--- src/rtl/rit_pkg.sv ---
package rit_pkg;

    localparam logic [6:0] C_ASCII_NUL   = 7'h00;
    localparam logic [6:0] C_ASCII_ZERO  = 7'h30;
    localparam logic [6:0] C_ASCII_MINUS = 7'h2D;
    localparam logic [6:0] C_LETTER_GAP  = 7'd7;
    localparam logic [5:0] C_MAX_DIGIT   = 6'd9;
    localparam logic [5:0] C_MIN_RADIX   = 6'd2;
    localparam logic [5:0] C_MAX_RADIX   = 6'd35;
    localparam logic [5:0] C_TEN         = 6'd10;
    localparam logic [5:0] C_RADIX_AUTO  = 6'd0;

    typedef enum logic [2:0] {
        S_IDLE,
        S_DIV,
        S_DWAIT,
        S_SIGN,
        S_READ,
        S_EMIT
    } t_state;

    function automatic logic [6:0] digit_char(input logic [5:0] d);
        logic [6:0] c;
        c = C_ASCII_ZERO + {1'b0, d};
        if (d > C_MAX_DIGIT) begin
            c = c + C_LETTER_GAP;
        end
        return c;
    endfunction

endpackage

--- src/rtl/rit_ram.sv ---
module rit_ram #(
    parameter int WIDTH = 6,
    parameter int DEPTH = 33
) (
    input  logic                     i_clk,
    input  logic                     i_wen,
    input  logic [$clog2(DEPTH)-1:0] i_waddr,
    input  logic [WIDTH-1:0]         i_wdata,
    input  logic [$clog2(DEPTH)-1:0] i_raddr,
    output logic [WIDTH-1:0]         o_rdata
);

    logic [WIDTH-1:0] r_mem [DEPTH];
    logic [WIDTH-1:0] r_rdata;

    always_ff @(posedge i_clk) begin
        if (i_wen) begin
            r_mem[i_waddr] <= i_wdata;
        end
        r_rdata <= r_mem[i_raddr];
    end

    assign o_rdata = r_rdata;

endmodule

--- src/rtl/rit_divider.sv ---
module rit_divider #(
    parameter int W = 32
) (
    input  logic        i_clk,
    input  logic        i_rst_n,
    input  logic        i_start,
    input  logic [W-1:0] i_dividend,
    input  logic [5:0]  i_divisor,
    output logic        o_done,
    output logic [W-1:0] o_quotient,
    output logic [5:0]  o_remainder
);

    localparam int CW = $clog2(W);

    logic          r_run, n_run;
    logic          r_done, n_done;
    logic [CW-1:0] r_cnt, n_cnt;
    logic [W-1:0]  r_work, n_work;
    logic [5:0]    r_rem, n_rem;
    logic [5:0]    r_div, n_div;
    logic [6:0]    w_trial;
    logic          w_ge;

    assign w_trial = {r_rem, r_work[W-1]};
    assign w_ge    = w_trial >= {1'b0, r_div};

    always_comb begin
        n_run  = r_run;
        n_done = 1'b0;
        n_cnt  = r_cnt;
        n_work = r_work;
        n_rem  = r_rem;
        n_div  = r_div;
        if (i_start) begin
            n_run  = 1'b1;
            n_cnt  = CW'(W - 1);
            n_work = i_dividend;
            n_rem  = '0;
            n_div  = i_divisor;
        end else if (r_run) begin
            n_work = {r_work[W-2:0], w_ge};
            n_rem  = w_ge ? 6'(w_trial - {1'b0, r_div}) : w_trial[5:0];
            n_cnt  = r_cnt - CW'(1);
            if (r_cnt == '0) begin
                n_run  = 1'b0;
                n_done = 1'b1;
            end
        end
    end

    always_ff @(posedge i_clk) begin
        if (!i_rst_n) begin
            r_run  <= 1'b0;
            r_done <= 1'b0;
            r_cnt  <= '0;
        end else begin
            r_run  <= n_run;
            r_done <= n_done;
            r_cnt  <= n_cnt;
        end
        r_work <= n_work;
        r_rem  <= n_rem;
        r_div  <= n_div;
    end

    assign o_done      = r_done;
    assign o_quotient  = r_work;
    assign o_remainder = r_rem;

endmodule

--- src/rtl/radix_integer_to_ascii.sv ---
// Channel  | Direction | Handshake                          | Payload
// command  | in        | start & !busy                      | i_value
// config   | in        | i_radix_valid & o_radix_ready      | i_radix
// result   | out       | o_valid, one cycle, no backpressure | o_char_code, o_last
//
// Each digit is computed in the bit-serial divider, one quotient bit per cycle;
// the digits are then read back from the digit RAM through S_READ and S_EMIT,
// one character per pass, after a minus sign from S_SIGN for a negative value.
// Busy is held for the whole item; its last character is presented in the first
// cycle with busy low. Zero and an invalid radix give one result the next cycle.
// Synchronous active-low reset returns to idle with radix ten. Results cannot stall.
module radix_integer_to_ascii #(
    parameter int VALUE_BITS = 32
) (
    input  logic                         i_clk,
    input  logic                         i_rst_n,
    input  logic                         start,
    output logic                         busy,
    input  logic signed [VALUE_BITS-1:0] i_value,
    input  logic                         i_radix_valid,
    output logic                         o_radix_ready,
    input  logic [5:0]                   i_radix,
    output logic                         o_valid,
    output logic [6:0]                   o_char_code,
    output logic                         o_last
);

    localparam int DEPTH = VALUE_BITS + 1;
    localparam int AW    = $clog2(DEPTH);
    localparam int CW    = $clog2(DEPTH + 1);

    rit_pkg::t_state    r_state, n_state;
    logic                  w_div_start;
    logic                  w_div_done;
    logic [5:0]            r_radix;
    logic [5:0]            r_div, n_div;
    logic                  r_neg, n_neg;
    logic [VALUE_BITS-1:0] r_mag, n_mag;
    logic [CW-1:0]         r_count, n_count;
    logic                  r_valid, n_valid;
    logic [6:0]            r_char, n_char;
    logic                  r_last, n_last;

    logic [5:0]            w_eff_radix;
    logic                  w_radix_ok;
    logic [VALUE_BITS-1:0] w_quot;
    logic [5:0]            w_rem;
    logic [5:0]            w_rdata;
    logic                  w_wen;
    logic [AW-1:0]         w_raddr;
    logic                  w_accept;

    assign w_accept    = start && !busy;
    assign w_eff_radix = (r_radix == rit_pkg::C_RADIX_AUTO) ? rit_pkg::C_TEN : r_radix;
    assign w_radix_ok  = (w_eff_radix >= rit_pkg::C_MIN_RADIX)
                      && (w_eff_radix <= rit_pkg::C_MAX_RADIX);
    assign w_div_start = (r_state == rit_pkg::S_DIV);
    assign w_wen       = (r_state == rit_pkg::S_DWAIT) && w_div_done;
    assign w_raddr     = AW'(r_count - CW'(1));

    rit_divider #(.W(VALUE_BITS)) u_div (
        .i_clk       (i_clk),
        .i_rst_n     (i_rst_n),
        .i_start     (w_div_start),
        .i_dividend  (r_mag),
        .i_divisor   (r_div),
        .o_done      (w_div_done),
        .o_quotient  (w_quot),
        .o_remainder (w_rem)
    );

    rit_ram #(.WIDTH(6), .DEPTH(DEPTH)) u_store (
        .i_clk   (i_clk),
        .i_wen   (w_wen),
        .i_waddr (r_count[AW-1:0]),
        .i_wdata (w_rem),
        .i_raddr (w_raddr),
        .o_rdata (w_rdata)
    );

    // next state
    always_comb begin
        n_state = r_state;
        case (r_state)
            rit_pkg::S_IDLE: begin
                if (w_accept && w_radix_ok && (i_value != '0)) begin
                    n_state = rit_pkg::S_DIV;
                end
            end
            rit_pkg::S_DIV: n_state = rit_pkg::S_DWAIT;
            rit_pkg::S_DWAIT: begin
                if (w_div_done) begin
                    if (w_quot != '0) begin
                        n_state = rit_pkg::S_DIV;
                    end else if (r_neg) begin
                        n_state = rit_pkg::S_SIGN;
                    end else begin
                        n_state = rit_pkg::S_READ;
                    end
                end
            end
            rit_pkg::S_SIGN: n_state = rit_pkg::S_READ;
            rit_pkg::S_READ: n_state = rit_pkg::S_EMIT;
            rit_pkg::S_EMIT: begin
                if (r_count == CW'(1)) begin
                    n_state = rit_pkg::S_IDLE;
                end else begin
                    n_state = rit_pkg::S_READ;
                end
            end
            default: n_state = rit_pkg::S_IDLE;
        endcase
    end

    // datapath and outputs
    always_comb begin
        n_div   = r_div;
        n_neg   = r_neg;
        n_mag   = r_mag;
        n_count = r_count;
        n_valid = 1'b0;
        n_char  = r_char;
        n_last  = r_last;
        case (r_state)
            rit_pkg::S_IDLE: begin
                if (w_accept) begin
                    n_div   = w_eff_radix;
                    n_neg   = i_value[VALUE_BITS-1];
                    n_mag   = i_value[VALUE_BITS-1] ? VALUE_BITS'(~i_value + 1'b1)
                                                    : VALUE_BITS'(i_value);
                    n_count = '0;
                    if (!w_radix_ok) begin
                        n_valid = 1'b1;
                        n_char  = rit_pkg::C_ASCII_NUL;
                        n_last  = 1'b1;
                    end else if (i_value == '0) begin
                        n_valid = 1'b1;
                        n_char  = rit_pkg::C_ASCII_ZERO;
                        n_last  = 1'b1;
                    end
                end
            end
            rit_pkg::S_DWAIT: begin
                if (w_div_done) begin
                    n_mag   = w_quot;
                    n_count = r_count + CW'(1);
                end
            end
            rit_pkg::S_SIGN: begin
                n_valid = 1'b1;
                n_char  = rit_pkg::C_ASCII_MINUS;
                n_last  = 1'b0;
            end
            rit_pkg::S_EMIT: begin
                n_valid = 1'b1;
                n_char  = rit_pkg::digit_char(w_rdata);
                n_last  = (r_count == CW'(1));
                n_count = r_count - CW'(1);
            end
            default: begin
                n_valid = 1'b0;
            end
        endcase
    end

    always_ff @(posedge i_clk) begin
        if (!i_rst_n) begin
            r_state <= rit_pkg::S_IDLE;
            r_radix <= rit_pkg::C_TEN;
            r_count <= '0;
            r_valid <= 1'b0;
        end else begin
            r_state <= n_state;
            r_count <= n_count;
            r_valid <= n_valid;
            if (i_radix_valid && o_radix_ready) begin
                r_radix <= i_radix;
            end
        end
        r_div  <= n_div;
        r_neg  <= n_neg;
        r_mag  <= n_mag;
        r_char <= n_char;
        r_last <= n_last;
    end

    assign busy          = (r_state != rit_pkg::S_IDLE);
    assign o_radix_ready = 1'b1;
    assign o_valid       = r_valid;
    assign o_char_code   = r_char;
    assign o_last        = r_last;

endmodule

--- config.mk ---
export PLATFORM = sky130hd
export DESIGN_NAME = radix_integer_to_ascii
export DESIGN_NICKNAME = d
export VERILOG_FILES = /design/src/rtl/rit_pkg.sv /design/src/rtl/rit_ram.sv /design/src/rtl/rit_divider.sv /design/src/rtl/radix_integer_to_ascii.sv
export SDC_FILE = /design/constraint.sdc
export NUM_CORES = 1
export LEC_CHECK = 0
export ABC_CLOCK_PERIOD_IN_PS = 4300
export BUFFER_PORTS_ARGS = -buffer_cell sky130_fd_sc_hd__buf_2
export CORE_ASPECT_RATIO = 2
export CORE_MARGIN = 2
export CORE_UTILIZATION = 50
export DETAILED_ROUTE_END_ITERATION = 12
export PLACE_DENSITY = 0.67
export SLEW_MARGIN = 15
export SYNTH_ARGS = -nofsm -noshare
export SYNTH_HDL_FRONTEND = slang
export SYNTH_SLANG_ARGS = --single-unit
--- constraint.sdc ---
create_clock -name i_clk -period 4.3 [get_ports i_clk]
set_input_delay 0 -clock i_clk [delete_from_list [all_inputs] [get_ports i_clk]]
set_output_delay 0 -clock i_clk [all_outputs]
set_load 0.02 [all_outputs]
==> summary by stage, run 1 <==
Run status
The flow ran to the end, and the final reports show no timing, DRC or antenna violations.

Setup path
Along the worst path, the maximum fanout reaches 21. For flop-to-flop paths, the worst setup slack is approximately 1.3 ns. The number of buffers and inverters on the critical path is 0. The category of the most critical setup path is flip-flop to flip-flop. The signal arrival time at the worst endpoint is 3.18 ns.

On the worst path, the slowest cell contributes a delay of 0.66 ns. Tracing the worst setup path back leads to its startpoint at r_state[1]$_SDFFE_PN0P_. Measured in cells, the most critical reg-to-reg path has a length of 4. The required time at the worst-slack endpoint is 4.48 ns. The cell type of the slowest stage on the worst timing path is or4b_1. The signal on the critical path passes through nor2b_1 > nand2b_1 > or4b_1 > nor3_1.

The reg-to-reg endpoint is u_store.r_mem[32][1]$_DFFE_PP_. The kind of start point of the critical path is a flip-flop. The source of the worst register-to-register timing path is r_state[1]$_SDFFE_PN0P_. The worst setup path is captured at a flip-flop.

The kind of cell with the highest combined delay along the critical path is simple AND/OR/NAND/NOR gates.

Detailed routing
The routed design has 30800 microns of wire. The detailed route wirelength on metal3 is ~1100 microns. After detailed routing, the number of vias per cell comes to approximately 5.7.

The first-pass iteration count of the detailed router is 5. The count of nets left with antenna violations once routing finished came out at 0. The detail-routed net length per standard cell is 21.3 microns.

The DRC violations left is 0. The routed wire length on met2 is 17700 microns. The top layer used by detailed routing is met4. Detailed routing inserted a total of 8221 vias. The first routing iteration left 460 violations.

After detailed routing, the wire length on met1 is 10700 microns.

Pwr
The power density relative to cell area is roughly 520 mW/mm^2. Across the VDD grid, the largest voltage drop is 290 uV. Total power for the finished layout comes to about 0.0083 W. The analysis attributes to cell leakage a power of 5.51 nW.

Logic synthesis
The cell taking the most area after synthesis is edfxtp_1. For this run, the number of Yosys warnings is 0. The most used flip-flop cell after synthesis is edfxtp_1.

The cell area that synthesis handed to floorplanning was about 0.014 sq mm. The top-area cell type share of the netlist area is 61.1%. The flop and latch count out of synthesis is 318. The per-instance average area after synthesis is 14.3 sq um.

For this run, asynchronously set or reset flops after synthesis account for 0%. The post-synthesis net count is between 1000 and 1500. By area the synthesized netlist is led by edfxtp_1 (61%), mux4_2 (9.7%), dfxtp_1 (5.0%).

In the synthesized netlist, the number of instances is about 970. The number of different library cells used by synthesis comes to 64. The count of flip-flops with a built-in enable after synthesis is 283. After synthesis, flip-flops and latches occupy around two thirds of the total area.

Clocking
The clock tree buffer depth is 3. After clock tree synthesis, the clock-pin slew on the worst setup and hold paths is 0.07 ns. The clock latency at the later pin of the worst-skew pair is 0.56 ns.

In this run the clock root is driven by a clkbuf_16. In this run, CTS created clock tree buffers numbering 27. The number of levels in the clock H-tree is 1.

The TritonCTS sink count is 318. The CTS tree is yes.

Hold path
The worst hold-check path type is input pin to flip-flop. The endpoint of the worst hold path is r_mag[0]$_DFFE_PP_. The beginning of the worst hold path is i_value[0]. The number of stages on the worst hold path is 4.

Die
The top-level port count is 53. In this run the vertical extent of the chip is 240 microns. The core area is 0.0274 sq mm.

For this configuration, the core starts out at a cell density of 50.7%. The number of cell rows is 86. The die outline width is ~120 microns. The die covers between 0.02 and 0.03 sq mm.

STA
The worst path in the final design needs a cycle of between 2 and 3 ns, including I/O delays and setup. The final critical-path share of the clock period is 69.6%. The pin slew with the least headroom to its limit is ~1.1 ns.

The number of pins exceeding their max-slew limit in the final report was 0. The tightest hold path in the finished design has a slack of 0.388 ns. Headroom to the max-slew limit came out at 29.2%.

The post-route clock skew is 0.0177 ns. Setup violations remaining at the end of the flow were counted as 0. The fmax is 334 MHz. Setup repair after global routing left no endpoint under its margin. The summed negative setup slack over all endpoints is 0 ns. The least setup slack across all paths after layout is roughly 1.3 ns. The final hold violation count was 0.

Final layout
The multi-input gate area in the final layout is 0.00439 sq mm. The layout has 2140 filler cells. The number of diodes is 0. The post-route non-filler standard cell count is 1448.

The post-route netlist has 17.0% of its cells at a drive strength greater than 1. The total number of nets in the final design is 1134. Compared with the post-synthesis result, the final layout area differs by 15.0%. Registers take 0.00920 sq mm.

Global route
Entering global routing, the biggest net connects 59 pins. The first global-routing pass estimated between 40000 and 50000 microns of wire. The initial antenna violation count was 0. The global routing usage summed across all routing layers is ~22%.

The number of global-route vias before repair is approximately 8700. Global routing finished with a remaining overflow of 0.

Placement
Routability-driven placement finished with a final weighted congestion of 0.852. Detailed placement ended at an HPWL of about 21000 microns. The number of placed cells counting well taps is 1342. The count of buffers added on input and output ports is 51. The pre-CTS setup slack is ~1.3 ns.

Run
The number of max-capacitance violations reported is 0.
worst max path at each step:
stage / to / slack, ns / cells past startpoint
after floorplan: u_store.o_rdata[0]$_DFF_P_ / 1.38 / 10
after global placement: u_store.r_mem[32][4]$_DFFE_PP_ / 1.44 / 4
after detailed placement: u_store.r_mem[32][4]$_DFFE_PP_ / 1.33 / 4
after CTS: u_store.r_mem[32][1]$_DFFE_PP_ / 1.33 / 4
after global routing: u_store.r_mem[32][1]$_DFFE_PP_ / 0.98 / 4
final: u_store.r_mem[32][1]$_DFFE_PP_ / 1.31 / 4
Yosys cell counts, types with 10 or more instances:
cell type	instances
mux2i_1	15
nor2_1	60
ha_1	16
nor3_1	10
nand2_1	152
o31ai_1	10
o21ai_0	51
a21oi_1	31
xnor2_1	12
mux4_2	60
nor2b_1	14
xor2_1	34
nand3_1	12
nor4_1	10
dfxtp_1	35
or3_1	10
clkbuf_1	38
inv_1	29
edfxtp_1	283
kinds of logic after synthesis:
group           after synthesis  synth area share (%)
flops                       318                  66.2
simple gates                300                  10.0
compound gates              135                  6.12
buf+inv                      82                  2.37
mux                          75                  10.8
xor+xnor                     46                  2.90
fa+ha+maj                    17                  1.58
other cells                   1                0.0270
layer usage:
metal | global-route usage, % | vias to the layer above
li1 | - | 3856
met1 | 23.5 | 4081
met2 | 42.8 | 214
met3 | 2.74 | 70
met4 | 9.65 | 0
met5 | 0 | -
layout by cell type, fill, tap and decap left out, types with 3 or more instances in the layout:
master / instances
a211oi_1: 4
a21boi_0: 3
a21oi_1: 31
a32o_1: 3
and3_1: 3
buf_2: 51
buf_4: 16
clkbuf_1: 9
clkbuf_16: 28
clkinv_2: 3
dfxtp_1: 34
dlygate4sd3_1: 56
edfxtp_1: 283
ha_1: 15
inv_1: 29
mux2i_1: 15
mux4_2: 60
nand2_1: 152
nand2b_1: 4
nand3_1: 12
nand3b_1: 3
nand4_1: 4
nor2_1: 60
nor2b_1: 14
nor3_1: 10
nor4_1: 10
o21a_1: 3
o21ai_0: 51
o22ai_1: 4
o31ai_1: 10
o41ai_1: 3
or3_1: 10
xnor2_1: 12
xor2_1: 33
per-stage QoR:
stage,util (%),cell area (sq um)
floorplan,-,13900
global placement,53.0,14500
detailed placement,53.0,14500
CTS,58.2,16000
global route,58.2,16000
finish,58.2,16000
flip-flops by register name, indices dropped and copies added (netlist names), 3 cells and up:
register / flops
o_char_code: 7
r_count: 6
r_div: 6
r_mag: 32
r_radix: 6
r_state: 3
u_div.o_quotient: 32
u_div.o_remainder: 6
u_div.r_cnt: 5
u_div.r_div: 6
u_store.o_rdata: 6
u_store.r_mem: 198
worst min-delay path, stage by stage:
cell and delay [ns]:
dlygate4sd3_1 0.52, buf_2 0.13, inv_1 0.05, o21ai_0 0.14
report_power, final:
part | switching, W | leakage [nW] | internal [W] | total, W
clock network | 0.00109 | 0.425 | 0.00136 | 0.00245
logic | 0.00106 | 2.18 | 0.000618 | 0.00168
registers | 0.000190 | 2.91 | 0.00394 | 0.00413
cell type report:
| class | count | share of cell area [%] |
|---|---|---|
| Sequential cell | 318 | 57.6 |
| Multi-Input combinational cell | 574 | 27.5 |
| Timing Repair Buffer | 124 | 5.98 |
| Clock buffer | 39 | 4.77 |
| Tap cell | 352 | 2.76 |
| Clock inverter | 11 | 0.752 |
| Inverter | 30 | 0.705 |
repair_timing:
action | 4_1_cts | 5_1_grt
hold buffers | 56 | 0
endpoints found under the hold margin | 48 | 0
resized for setup | 0 | 0
setup endpoints to repair | 0 | 0
buffers inserted | 0 | 0
No activity file was read; power rests on OpenSTA's default activity.
==> inputs of run 2 (changes only) <==
--- a/config.mk
+++ b/config.mk
@@ -5,7 +5,8 @@
 export SDC_FILE = /design/constraint.sdc
 export NUM_CORES = 1
 export LEC_CHECK = 0
-export ABC_CLOCK_PERIOD_IN_PS = 4300
+export ABC_AREA = 1
+export ABC_CLOCK_PERIOD_IN_PS = 2940
 export BUFFER_PORTS_ARGS = -buffer_cell sky130_fd_sc_hd__buf_2
 export CORE_ASPECT_RATIO = 2
 export CORE_MARGIN = 2
==> constraint.sdc (replaced) <==
create_clock -name i_clk -period 2.94 [get_ports i_clk]
set_input_delay 0 -clock i_clk [delete_from_list [all_inputs] [get_ports i_clk]]
set_output_delay 0 -clock i_clk [all_outputs]
set_load 0.02 [all_outputs]
==> run 2 against run 1 <==
  * Register-to-register slack got worse by 0.73 ns
  * Die area grew 5.8%
  * Area after synthesis rose by 6.0%
  * Combinational power rose to 4.2 times the previous value
  * Sequential cell count is the same
  * Clock-buffer cell count down 4
  * Largest power group is now combinational cells
  * First-iteration DRC count is 84% higher
  * Total power is 110% higher
  * Critical path type is now input pin to flip-flop
  * Utilization shrank 0.21 points
  * Worst hold slack lost 0.35 ns
  * Via count rose by 34%
==> summary by stage, run 2 <==
Logic synthesis
The count of flip-flops with a built-in enable after synthesis is 283 (unchanged). The number of warnings issued by yosys is 0 (unchanged). The most used standard cell by instance count after synthesis is nand2_1. By count the netlist is led by nand2_1 (332), nor2_1 (289), edfxtp_1 (283). The per-instance average area after synthesis was 9.64 sq um (-32%). The cell taking the most area after synthesis is edfxtp_1. The mapped cell area was 0.0147 sq mm (+6.0%).

The sequential fraction of the synthesis area is 62.4% (-3.7 points). The number of cells produced by synthesis is 1528 (+57%). The commonest register cell after synthesis is edfxtp_1.

The post-synthesis net count is 1587 (+54%). The share of flip-flops with an asynchronous set or reset was 0% (unchanged). The post-synthesis cell type count is 47 (-27%). The top-area cell type share of the netlist area is 57.7% (-3.4 points). The flop and latch count out of synthesis is 318 (unchanged). After synthesis, the cell types taking the most area are edfxtp_1 (58%), nand2_1 (8.5%), nor2_1 (7.4%).

Run status
The flow ran to the end, and the final reports show no timing, DRC or antenna violations.

Global route
The largest net degree at the start of global routing is 61 (+3.4%). The global-route wire length before repair came to 59900 microns (+24%). The global routing usage summed across all routing layers is 24.9% (+2.8 points). The initial antenna violation count is 0 (unchanged).

The remaining global-route overflow is 0 (unchanged). The number of global-route vias before repair is 11400 (+31%).

Clocking
The quantity of hold-fixing buffers added after cts is 51 (-8.9%). The number of cells upsized or downsized after cts is 0 (unchanged). The clock transition at the registers of the reported paths is 0.07 ns (about the same). The TritonCTS sink count is 318 (unchanged).

The clock latency at the later pin of the worst-skew pair was 0.54 ns (-0.02 ns). The cell chosen for the clock root is clkbuf_16. The number of setup buffers added after CTS was 0 (unchanged). The clock tree buffer depth was 3 (unchanged). The CTS buffer count is 26 (-3.7%). The number of levels in the clock H-tree came to 1 (unchanged). The CTS tree is yes.

Placement
The number of placed cells counting well taps came to 1908 (+42%). The port buffer count is 51 (unchanged). The final weighted congestion in routability-driven placement is 0.962 (+13%). The placed cell area is 0.0154 sq mm (+6.0%).

The sum of net half-perimeters after detailed placement came to 26700 microns (+25%).

Setup path
The reg-to-reg endpoint is u_store.o_rdata[1]$_DFF_P_. The register-to-register setup slack is 0.58 ns (-0.73 ns). The required time at the worst-slack endpoint is 3.24 ns (-1.24 ns). STA classifies the critical path endpoint as a flip-flop. The category of the most critical setup path is input pin to flip-flop. The kind of start point of the critical path is an input pin.

The signal arrival time at the worst endpoint is 2.80 ns (-0.38 ns). The worst-case reg-to-reg path depth is 11 (+7). The source of the worst register-to-register timing path is r_count[1]$_SDFFE_PN0P_. The critical-path maximum fanout was 5 (-76%). The most critical setup path has its startpoint at i_value[0].

STA
The summed negative setup slack over all endpoints was 0 ns (unchanged). The worst path needs ~2.5 ns of the cycle, external delays included. The pin slew with the least headroom to its limit is 0.630 ns (-0.429 ns).

The post-route clock skew is 0.00988 ns (-0.00784 ns). Setup repair after global routing left no endpoint under its margin. The final count of negative-setup-slack endpoints is 0 (unchanged). The final critical-path share of the clock period is 84.8%.

The final hold violation count is 0 (unchanged). The normalized max-slew margin is 57.5% (+28 points). The fmax is 401 MHz. The number of pins exceeding their max-slew limit in the final report came to 0 (unchanged). The worst hold slack after final layout came to 0.0349 ns (-0.353 ns).

Detailed routing
The post-detailed-route via-to-cell ratio is 5.49 (-3.2%). The first-iteration detailed-routing DRC count is 847 (+84%). The DRC violations left is 0 (unchanged). The count of antenna-violating nets left after detailed routing is 0 (unchanged). The first-pass iteration count of the detailed router was 5 (unchanged). The detail-routed net length per standard cell came to 19.1 microns (-10%). The post-detailed-routing wire length is 38300 microns (+24%). The total number of vias is 11000 (+34%).

Final layout
The flip-flop count of the largest register after layout is 198 (unchanged). In the layout the commonest cells are nand2_1 (332), nor2_1 (289), edfxtp_1 (283). From synthesis to final layout, the design area changed by 14.1%. The leading cell type in the layout, fill and taps excluded is nand2_1. The sequential cell area came to 0.00920 sq mm (unchanged). The post-route non-filler standard cell count is 2006 (+39%). The number of inserted filler cells in the final layout came to 2447 (+14%).

The number of diodes came to 0 (unchanged). The multi-input gate area in the final layout is 0.00482 sq mm (+9.7%). The fraction of layout instances using a drive strength above 1 is 9.60% (-7.4 points). The total number of nets in the final design is 1686 (+49%). The area of all placed cells without fillers is 0.0168 sq mm (+5.2%). The register with the most flip-flops is u_store.r_mem.

Pwr
The net switching power of the design came to 0.00700 W (+200%). The cell leakage power came to 6.62 nW (+20%). The maximum VDD drop was 609 uV (+110%). The portion of total power attributed to the clock network was 21.1% (-8.6 points). The part of the total power dissipated in sequential elements is 37.9% (-12 points). The total internal power is 0.0102 W (+73%). The portion of total power attributed to combinational logic came to 41.0% (+21 points). The power density relative to cell area was 1030 mW/mm^2 (+98%). The switching fraction of total power is 40.6% (+12 points).

The total power consumption of the routed design is 0.0172 W (+110%).

Die
The die outline width is 125 microns (+2.9%). The core area is 0.0290 sq mm (+5.5%). The height of the die is 247 microns (+2.9%). The number of cell rows is 88 (+2.3%). The die outline area is 0.0309 sq mm (+5.8%).

The top-level port count is 53 (unchanged). The effective utilization at floorplan is 50.9% (+0.21 points).

Hold path
The beginning of the worst hold path is i_value[31]. The number of stages on the worst hold path is 1 (-3). For hold timing, the worst endpoint is r_neg$_DFFE_PP_. The tightest min-delay check is of the input pin to flip-flop type.

Run
The number of max-capacitance violations reported is 0 (unchanged).
[run 2: cell count changes after synthesis, sizes merged, moves of 12 or more]
| cell | change |
|---|---|
| xor2 | -16 |
| nor4 | -12 |
| o21ai | +90 |
| inv | +76 |
| buf | +25 |
| nor2b | -14 |
| mux2i | -15 |
| nor2 | +233 |
| nand2 | +183 |
| nand4 | +17 |
| nand3 | +131 |
| mux4 | -60 |
[run 2: power groups by stage]
stage               logic [W]  registers, W  clock network (W)
floorplan             0.00481       0.00660                  0
global placement      0.00689       0.00661                  0
global route          0.00784       0.00661            0.00385
detailed placement    0.00698       0.00663                  0
finish                0.00707       0.00653            0.00364
CTS                   0.00706       0.00654            0.00370
[run 2: how the worst max path moves through the flow]
stage | endpoint | depth (start not counted)
after floorplan | r_mag[0]$_DFFE_PP_ | 5
after global placement | u_store.o_rdata[1]$_DFF_P_ | 11
after detailed placement | u_store.o_rdata[1]$_DFF_P_ | 11
after CTS | r_mag[28]$_DFFE_PP_ | 12
after global routing | r_mag[28]$_DFFE_PP_ | 12
final | r_mag[28]$_DFFE_PP_ | 12
[run 2: worst max-delay path, cell delays in order]
cell           delay [ns]
dlygate4sd3_1        0.53
buf_2                0.12
inv_1                0.12
ha_1                 0.19
nand3_1              0.15
nor2_1               0.32
nand4_1              0.35
nand2_1              0.25
nand3_1              0.09
nand3_1              0.08
dlygate4sd3_1        0.54
nand2_1              0.04
[run 2: routing by layer]
| metal | part of all wire [%] | vias up | global-route usage (%) |
|---|---|---|---|
| met5 | 0 | - | 0 |
| met4 | 8.3 | 0 | 18.4 |
| li1 | - | 5363 | - |
| met2 | 56 | 348 | 49.3 |
| met1 | 32 | 5166 | 23.2 |
| met3 | 3.4 | 145 | 2.25 |
[run 2: area by class of cell]
| class | count | share of cell area, % |
|---|---|---|
| Clock buffer | 35 | 4.32 |
| Sequential cell | 318 | 54.8 |
| Timing Repair Buffer | 138 | 6.24 |
| Multi-Input combinational cell | 1037 | 28.7 |
| Clock inverter | 12 | 0.968 |
| Inverter | 106 | 2.38 |
| Tap cell | 360 | 2.68 |
[run 2: cells by family after synthesis]
kind of cell / count (synthesis) / share of synthesized area (%)
other cells: 1 / 0.0255
flops: 318 / 62.4
simple gates: 805 / 22.6
xor+xnor: 22 / 1.59
fa+ha+maj: 17 / 1.49
buf+inv: 173 / 4.93
compound gates: 192 / 6.95
[run 2: stage by stage]
| stage | util, % | setup WS, ns |
|---|---|---|
| CTS | 58.0 | 0.550 |
| finish | 58.0 | 0.447 |
| global placement | 53.2 | 0.653 |
| global route | 58.0 | 0.328 |
| detailed placement | 53.2 | 0.590 |
| floorplan | - | 0.314 |
